**src/rtl/core/sdta_pkg.sv**
```systemverilog
// ----------------------------------------------------------------------------
// sdta_pkg: shared types and constants for the integer-to-decimal converter
// Holds the field widths, ASCII codes, BCD geometry and the sequencer types.
// ----------------------------------------------------------------------------
package sdta_pkg;

   localparam int VALUE_W    = 32;
   localparam int CHAR_W     = 7;
   localparam int DIGITS     = 10;
   localparam int DIGIT_W    = 4;
   localparam int BCD_W      = DIGITS * DIGIT_W;
   localparam int STEP_W     = $clog2(VALUE_W);
   localparam int PTR_W      = $clog2(DIGITS);

   localparam logic [CHAR_W-1:0]  CHAR_ZERO  = 7'd48;
   localparam logic [CHAR_W-1:0]  CHAR_MINUS = 7'd45;
   localparam logic [DIGIT_W-1:0] ADJ_LIMIT  = 4'd5;
   localparam logic [DIGIT_W-1:0] ADJ_ADD    = 4'd3;
   localparam logic [STEP_W-1:0]  LAST_STEP  = STEP_W'(VALUE_W - 1);

   typedef logic [DIGIT_W-1:0] digit_type;

   typedef enum logic [1:0] {
      ST_IDLE,
      ST_CONVERT,
      ST_SIGN,
      ST_DIGITS
   } state_type;

   typedef struct packed {
      logic busy;
      logic done;
   } dabble_status_type;

endpackage

```
**src/rtl/core/sdta_dabble.sv**
```systemverilog
// ----------------------------------------------------------------------------
// sdta_dabble: iterative binary-to-BCD converter
// Shift-and-add-3 over one bit per cycle; one load runs VALUE_W steps and
// pulses done. The BCD result holds until the next load.
// ----------------------------------------------------------------------------
module sdta_dabble (
   input  logic                             clock,
   input  logic                             reset,
   input  logic                             load,
   input  logic [sdta_pkg::VALUE_W-1:0]     load_value,
   output sdta_pkg::dabble_status_type      status,
   output logic [sdta_pkg::BCD_W-1:0]       bcd
);
   import sdta_pkg::*;

   logic [VALUE_W-1:0] bin_ff, bin_in;
   logic [BCD_W-1:0]   bcd_ff, bcd_in;
   logic [BCD_W-1:0]   adjusted;
   logic [STEP_W-1:0]  count_ff, count_in;
   logic               run_ff, run_in;
   logic               done_ff, done_in;

   // Adjust every BCD digit of five or more before the shift
   always_comb begin
      digit_type d;
      for (int i = 0; i < DIGITS; i++) begin
         d = bcd_ff[i*DIGIT_W +: DIGIT_W];
         adjusted[i*DIGIT_W +: DIGIT_W] = (d >= ADJ_LIMIT) ? d + ADJ_ADD : d;
      end
   end

   // Load, then shift one binary bit into the BCD word per cycle
   always_comb begin
      bin_in   = bin_ff;
      bcd_in   = bcd_ff;
      count_in = count_ff;
      run_in   = run_ff;
      done_in  = 1'b0;
      if (load) begin
         bin_in   = load_value;
         bcd_in   = '0;
         count_in = '0;
         run_in   = 1'b1;
      end else if (run_ff) begin
         bin_in   = {bin_ff[VALUE_W-2:0], 1'b0};
         bcd_in   = {adjusted[BCD_W-2:0], bin_ff[VALUE_W-1]};
         count_in = count_ff + 1'b1;
         if (count_ff == LAST_STEP) begin
            run_in  = 1'b0;
            done_in = 1'b1;
         end
      end
   end

   always_ff @(posedge clock) begin
      if (reset) begin
         run_ff   <= 1'b0;
         done_ff  <= 1'b0;
         count_ff <= '0;
      end else begin
         run_ff   <= run_in;
         done_ff  <= done_in;
         count_ff <= count_in;
      end
      bin_ff <= bin_in;
      bcd_ff <= bcd_in;
   end

   assign status.busy = run_ff;
   assign status.done = done_ff;
   assign bcd         = bcd_ff;

endmodule

```
**src/rtl/core/signed_int_to_decimal_ascii.sv**
```systemverilog
// ----------------------------------------------------------------------------
// signed_int_to_decimal_ascii: 32-bit signed integer to decimal ASCII text
// Sequence: the accepting edge loads the BCD converter, which runs its
// shift-and-add-3 steps and pulses done; the characters then follow at one
// character per cycle (sign, then digits, most significant first). busy stays
// high from acceptance through the last character, so a new value is taken
// only once the previous text is out. Characters appear for one cycle each on
// rsp_valid and cannot be stalled. Synchronous reset returns the sequencer to
// idle.
// ----------------------------------------------------------------------------
module signed_int_to_decimal_ascii (
   input  logic                                 clock,
   input  logic                                 reset,
   input  logic                                 start,
   output logic                                 busy,
   input  logic signed [sdta_pkg::VALUE_W-1:0]  req_value,
   output logic                                 rsp_valid,
   output logic [sdta_pkg::CHAR_W-1:0]          rsp_character,
   output logic                                 rsp_last
);
   import sdta_pkg::*;

   state_type          state_ff, state_in;
   logic               neg_ff, neg_in;
   logic [PTR_W-1:0]   ptr_ff, ptr_in;
   logic               accept;
   logic [VALUE_W-1:0] magnitude;
   dabble_status_type  conv_status;
   logic [BCD_W-1:0]   bcd;
   digit_type          digits [DIGITS];
   logic [PTR_W-1:0]   msd;

   assign accept = start && (state_ff == ST_IDLE);

   // Form the unsigned magnitude; the most negative value maps to itself
   assign magnitude = req_value[VALUE_W-1] ? (~req_value + 1'b1) : req_value;

   sdta_dabble u_dabble (
      .clock      (clock),
      .reset      (reset),
      .load       (accept),
      .load_value (magnitude),
      .status     (conv_status),
      .bcd        (bcd)
   );

   // Split the BCD word and locate the most significant nonzero digit
   always_comb begin
      msd = '0;
      for (int i = 0; i < DIGITS; i++) begin
         digits[i] = bcd[i*DIGIT_W +: DIGIT_W];
         if (digits[i] != '0) begin
            msd = PTR_W'(i);
         end
      end
   end

   // Next state
   always_comb begin
      state_in = state_ff;
      neg_in   = neg_ff;
      ptr_in   = ptr_ff;
      unique case (state_ff)
         ST_IDLE: begin
            if (start) begin
               state_in = ST_CONVERT;
               neg_in   = req_value[VALUE_W-1];
            end
         end
         ST_CONVERT: begin
            if (conv_status.done) begin
               ptr_in   = msd;
               state_in = neg_ff ? ST_SIGN : ST_DIGITS;
            end
         end
         ST_SIGN: begin
            state_in = ST_DIGITS;
         end
         ST_DIGITS: begin
            // Hold the pointer on the last digit so it stays in range
            if (ptr_ff == '0) begin
               state_in = ST_IDLE;
            end else begin
               ptr_in = ptr_ff - 1'b1;
            end
         end
         default: begin
            state_in = ST_IDLE;
         end
      endcase
   end

   // Outputs: one character transfer per cycle in the sign and digit states
   always_comb begin
      busy          = 1'b1;
      rsp_valid     = 1'b0;
      rsp_character = CHAR_ZERO + CHAR_W'(digits[ptr_ff]);
      rsp_last      = 1'b0;
      unique case (state_ff)
         ST_IDLE: begin
            busy = 1'b0;
         end
         ST_CONVERT: begin
            busy = 1'b1;
         end
         ST_SIGN: begin
            rsp_valid     = 1'b1;
            rsp_character = CHAR_MINUS;
         end
         ST_DIGITS: begin
            rsp_valid = 1'b1;
            rsp_last  = (ptr_ff == '0);
         end
         default: begin
            busy = 1'b1;
         end
      endcase
   end

   always_ff @(posedge clock) begin
      if (reset) begin
         state_ff <= ST_IDLE;
      end else begin
         state_ff <= state_in;
      end
      neg_ff <= neg_in;
      ptr_ff <= ptr_in;
   end

endmodule

```
**config.mk**
```make
export PLATFORM = sky130hd
export DESIGN_NAME = signed_int_to_decimal_ascii
export DESIGN_NICKNAME = d
export VERILOG_FILES = /design/src/rtl/core/sdta_pkg.sv /design/src/rtl/core/sdta_dabble.sv /design/src/rtl/core/signed_int_to_decimal_ascii.sv
export SDC_FILE = /design/constraint.sdc
export NUM_CORES = 1
export LEC_CHECK = 0
export BUFFER_PORTS_ARGS = -buffer_cell sky130_fd_sc_hd__buf_2
export CAP_MARGIN = 10
export CORE_MARGIN = 4
export CORE_UTILIZATION = 60
export DETAILED_ROUTE_END_ITERATION = 7
export HOLD_SLACK_MARGIN = 0.15
export PLACE_DENSITY = 0.82
export SLEW_MARGIN = 20
export SYNTH_ARGS = -nofsm -noshare
export SYNTH_HDL_FRONTEND = slang
export SYNTH_SLANG_ARGS = --single-unit
export TNS_END_PERCENT = 10
```
**constraint.sdc**
```tcl
create_clock -name clock -period 6.5 [get_ports clock]
set_input_delay 1.625 -clock clock [delete_from_list [all_inputs] [get_ports clock]]
set_output_delay 1.625 -clock clock [all_outputs]
set_load 0.01 [all_outputs]
```
Word level (Yosys, flattened, before mapping)
Index checks and enable logic that the tools add are counted.
- register bits: 86
- output and inout port bits: 10
- logic and storage cells: 105
- add/subtract/negate cells: 14
- order comparisons: 11
- equality and inequality tests: 8
- muxes and demuxes: 41
- bitwise logic cells: 3
- reduce and logical (&&, ||, !) cells: 20
- operators by type and width (cell ; count):
    2-to-1 mux 32 bit ; 3
    2-to-1 mux 4 bit ; 21
    greater-or-equal comparator 4 x 3 -> 1 bit (second input constant) ; 10
    adder 4 x 2 -> 4 bit (second input constant) ; 9
    nonzero test 4 bit ; 9
    adder 32 x 1 -> 32 bit (second input constant) ; 1
    NOT 32 bit ; 1
    binary-select mux 4 bit (select 4 bit) ; 1
    2-to-1 mux 1 bit ; 9
    case mux 2 bit (4 select lines) ; 1
    case mux 4 bit (2 select lines) ; 1
    adder 6 x 4 -> 7 bit (first input constant) ; 1
    2-to-1 mux 7 bit ; 1
    2-to-1 mux 2 bit ; 3
    inequality test 2 bit (second input constant) ; 3
    AND reduction 3 bit ; 2
    adder 5 x 1 -> 5 bit (second input constant) ; 1
    == test 5 bit (second input constant) ; 1
    greater-or-equal comparator 5 bit (second input constant) ; 1
    NOT 4 -> 5 bit ; 1
    == test 2 bit (second input constant) ; 2
    logical NOT 4 bit ; 1
    nonzero test 2 bit ; 2
    OR reduction 2 bit ; 2
    10 further kinds ; 10

Depth between registers and ports, before layout
- depth after elaboration: 12
- mapped depth: 9
- mapped depth without buffers: 8

Cells and area by module
From an unflattened synthesis, not the netlist that was laid out.
- cells, all modules: 595
- area total of the unflattened synthesis: 5741.8 um^2
- modules (own cells, without submodules) (module ; times used ; cells each ; area each (um^2) ; sequential area each (um^2)):
    sdta_dabble ; 1 ; 403 ; 4083.9 ; 1901.8
    signed_int_to_decimal_ascii ; 1 ; 192 ; 1657.8 ; 190.2

Least setup slack after synthesis
OpenSTA, ideal clock, no wires.
- path kind: input to register
- from: in start
- to: reg u_dabble.bin_ff[0], enable pin
- arrival: 2.707 ns
- required time: 6.017 ns
- setup slack: 3.310 ns
- stages on the path: 3
- path buffers: 1
- cell sequence: nand2_1 -> clkbuf_1 -> nand2b_1
- cells in the longest elaborated chain, start to end: 2
- RTL lines (element ; RTL line ; RTL):
    start, declared ; signed_int_to_decimal_ascii.sv:14 ; input logic start,
    logical AND 1 bit ; signed_int_to_decimal_ascii.sv:33 ; assign accept = start && (state_ff == ST_IDLE);
    nonzero test 2 bit (no line) ; - ;
    end signal, assigned ; sdta_dabble.sv:65 ; bin_ff <= bin_in;
    end, declared ; sdta_dabble.sv:16 ; logic [VALUE_W-1:0] bin_ff, bin_in;
No other way between the ends.
A chain may end at the register's enable or synchronous reset.

Worst setup path in the final report
- from: reg ptr_ff[0]
- to: out rsp_character[1] (netlist name)
- cells in the longest elaborated chain, start to end: 6
- RTL lines (element ; RTL line ; RTL):
    start, declared ; signed_int_to_decimal_ascii.sv:25 ; logic [PTR_W-1:0] ptr_ff, ptr_in;
    start signal, assigned ; signed_int_to_decimal_ascii.sv:127 ; ptr_ff <= ptr_in;
    NOT 4 -> 5 bit (implied by the code) ; signed_int_to_decimal_ascii.sv:97 ; rsp_character = CHAR_ZERO + CHAR_W'(digits[ptr_ff]);
    binary-select mux 4 bit (select 4 bit) ; signed_int_to_decimal_ascii.sv:97 ;
    2-to-1 mux 4 bit (implied by the code) (2 in a row) ; signed_int_to_decimal_ascii.sv:97 ;
    adder 6 x 4 -> 7 bit ; signed_int_to_decimal_ascii.sv:97 ;
    2-to-1 mux 7 bit ; signed_int_to_decimal_ascii.sv:99 ; unique case (state_ff)
    end, declared ; signed_int_to_decimal_ascii.sv:18 ; output logic [sdta_pkg::CHAR_W-1:0] rsp_character,
No other way between the ends. The select of a mux whose other input is x is not followed.

==> impl_metrics.env <==
export IMPL_fin_crit_sh=0.598
export IMPL_min_period_ns=3.89
export IMPL_antenna_found_initial=0
export IMPL_hpwlAfterDp_mm=7.97
export IMPL_synth_seq_area_share=0.381
export IMPL_cts_sink_count=86
export IMPL_final_common_cell="nand2_1"
export IMPL_post_cts_buffers=0
export IMPL_cts_hold_buf=0
export IMPL_cts_root_buf="clkbuf_8"
export IMPL_syn2layout_area_growth_pct=8.01
export IMPL_intPower_mw=1.16
export IMPL_relSlewSlack=0.488
export IMPL_p_leak_nw=2.28
export IMPL_maxCapViolations=0
export IMPL_dieArea_sq_um=10800
export IMPL_endpoint_kind="output port"
export IMPL_setup_viol=0
export IMPL_grt_usage=0.215
export IMPL_rsz0062_at_grt="false"
export IMPL_hold_ws_ns=0.497
export IMPL_seqCellArea_sq_um=2090
export IMPL_status="complete, no violations"
export IMPL_tritoncts="done"
export IMPL_cp_arrival_ns=2.26
export IMPL_die_w_um=104
export IMPL_max_freq_mhz=257
export IMPL_final_util=0.674
export IMPL_synthesis_nets=675
export IMPL_antenna_cells=0
export IMPL_numCtsBuffers=9
export IMPL_hp_class="reg2reg"
export IMPL_grt_max_degree=77
export IMPL_most_common_layout_cells="65 x nand2_1, 54 x o21ai_0, 48 x dfxtp_1"
export IMPL_fin_setup_tns_ns=0
export IMPL_cellPowerDensity_nw_per_um2=303
export IMPL_grt_pass1_vias=4280
export IMPL_htreeDepth=3
export IMPL_ios=45
export IMPL_fp_dieH_um=104
export IMPL_place_congestion=0.865
export IMPL_ys_flop_type="dfxtp_1"
export IMPL_power_share_clock=0.205
export IMPL_cts_buffer_depth=2
export IMPL_ys_ff_latch=86
export IMPL_synthArstFlopShare=0
export IMPL_core_area_sq_um=8810
export IMPL_fill_cells=719
export IMPL_syn_area_sq_um=5500
export IMPL_cts_resized=0
export IMPL_pwr_share_comb=0.324
export IMPL_rows=34
export IMPL_overflow=0
export IMPL_drtPass1Iterations=7
export IMPL_worstSkewPairLatency_ns=0.36
export IMPL_crit_chain="mux4_2, nor2_1, a211oi_1, nor3_1, buf_2"
export IMPL_start_util=0.624
export IMPL_synth_edf_count=37
export IMPL_ir_drop_mv=0.130
export IMPL_routed_wl_mm=11.3
export IMPL_start_kind="flop"
export IMPL_path_max_fanout=16
export IMPL_drive_gt1_frac=0.131
export IMPL_ys_warn_count=0
export IMPL_crit_required_ns=4.88
export IMPL_maxSlewViolCount=0
export IMPL_synth_cells=611
export IMPL_grt_pass1_wl_mm=19.5
export IMPL_drc_errors=0
export IMPL_slowest_stage="edfxtp_1"
export IMPL_hold_viol=0
export IMPL_nNetsFinal=702
export IMPL_drt_vias_per_instance=5.89
export IMPL_avgSynthCellArea_sq_um=9.00
export IMPL_port_buffers=42
export IMPL_seq_power_share=0.471
export IMPL_switching_power_mw=0.644
export IMPL_yosysUniqueCellTypes=49
export IMPL_num_vias=4425
export IMPL_cpPeakStageDelay_ns=0.81
export IMPL_routedWlPerCell_um=15.1
export IMPL_finClkSkew_ns=0.00892
export IMPL_ant_nets=0
export IMPL_first_iter_violations=279
export IMPL_tightest_slew_ns=0.768
export IMPL_multi_input_area_sq_um=3160
export IMPL_swShare=0.358
export IMPL_clkTransAtPathRegs_ns=0.08
export IMPL_r2r_setup_slack_ns=3.68
export IMPL_path_class="reg2out"
area by class of cell:
cell class / count / area share
clock buffers: 13 / 0.0287
clock inverters: 3 / 0.00295
inverters: 32 / 0.0202
multi-input cells: 463 / 0.532
flip-flops and latches: 86 / 0.353
well taps: 108 / 0.0228
repair buffers: 46 / 0.0405
path summary, 6_finish.rpt:
check                                 startpoint                  end  cells past startpoint
worst max register to register       state_ff[1]  u_dabble.bin_ff[25]                     10
worst min-delay path            u_dabble.bcd[39]     u_dabble.bcd[39]                      2
worst min register to register  u_dabble.bcd[39]     u_dabble.bcd[39]                      2
worst max-delay path                   ptr_ff[0]     rsp_character[1]                      5
stage by stage:
step | instance area [sq um] | power (mW) | cells | setup WS [ns]
floorplan | 5500 | 1.28 | 611 | 3.31
global route | 5940 | 1.92 | 751 | 2.41
finish | 5940 | 1.80 | 751 | 2.61
CTS | 5940 | 1.81 | 751 | 2.60
detailed placement | 5750 | 1.44 | 735 | 2.71
global placement | 5750 | 1.41 | 735 | 2.81
worst max-delay path: cells and delay by family, from the launching register on:
family,cells,cell delay (ns)
AO/OA/AOI/OAI,1,0.06
buffers and inverters,1,0.15
flip-flops,1,0.81
multiplexers,1,0.59
AND/OR/NAND/NOR,2,0.27
state kept, by name, summed over array words and instances (netlist names):
name,cells
u_dabble.bcd,40
u_dabble.bin_ff,32
u_dabble.count_ff,5
ptr_ff,4
state_ff,2
neg_ff,1
u_dabble.done_ff,1
u_dabble.run_ff,1
routing by layer:
layer | vias up | GRT usage | wire (um)
li1 | 2217 | - | -
met1 | 2065 | 0.274 | 4990
met2 | 129 | 0.369 | 5440
met3 | 14 | 0.0460 | 723
met4 | 0 | 0.0617 | 161
met5 | - | 0 | 0
cell usage after synthesis (2+ instances only):
master / count / area share
nor4_4: 2 / 0.0077
ha_1: 29 / 0.066
o41ai_2: 3 / 0.0089
conb_1: 2 / 0.0014
a211oi_1: 3 / 0.0041
mux2_2: 2 / 0.0041
dfxtp_1: 49 / 0.18
nand3_1: 26 / 0.024
o211ai_1: 10 / 0.014
inv_1: 32 / 0.022
and3_1: 2 / 0.0023
buf_4: 2 / 0.0027
a221oi_1: 2 / 0.0032
or3_1: 3 / 0.0034
o41ai_1: 2 / 0.0032
xor2_1: 24 / 0.038
o31a_1: 4 / 0.0064
o21ai_0: 54 / 0.049
a31o_2: 2 / 0.0032
nor4_1: 3 / 0.0034
nand2b_1: 33 / 0.038
xnor2_1: 23 / 0.037
nand2_1: 66 / 0.045
clkbuf_1: 17 / 0.012
mux4_2: 8 / 0.033
nand4_1: 8 / 0.0091
nor3b_1: 8 / 0.011
a21oi_1: 40 / 0.036
edfxtp_1: 37 / 0.20
nor2b_1: 2 / 0.0023
nor2_1: 38 / 0.026
o311ai_0: 4 / 0.0064
mux2i_1: 21 / 0.038
o21ai_1: 4 / 0.0036
buf_1: 6 / 0.0041
o32ai_1: 2 / 0.0032
nor3_1: 9 / 0.0082
a21o_1: 9 / 0.012
buf_2: 5 / 0.0046
o31ai_1: 6 / 0.0082
power groups by stage:
stage	Combinational [mW]	Clock [mW]	Sequential (mW)
3_3_place_gp	0.559	0	0.851
5_1_grt	0.658	0.395	0.867
6_report	0.583	0.370	0.848
4_1_cts	0.586	0.376	0.848
3_5_place_dp	0.586	0	0.859
2_1_floorplan	0.473	0	0.810
logic make-up (layout without fill, tap and decap cells):
| logic type | count (synthesis) | in the layout | synth area share |
|---|---|---|---|
| xor+xnor | 47 | 47 | 0.0749 |
| mux | 31 | 31 | 0.0751 |
| buf+inv | 62 | 94 | 0.0448 |
| other cells | 2 | 2 | 0.00137 |
| compound gates | 146 | 146 | 0.163 |
| flops | 86 | 86 | 0.381 |
| simple gates | 208 | 208 | 0.194 |
| fa+ha+maj | 29 | 29 | 0.0660 |
(Power assumes the default switching activity.)
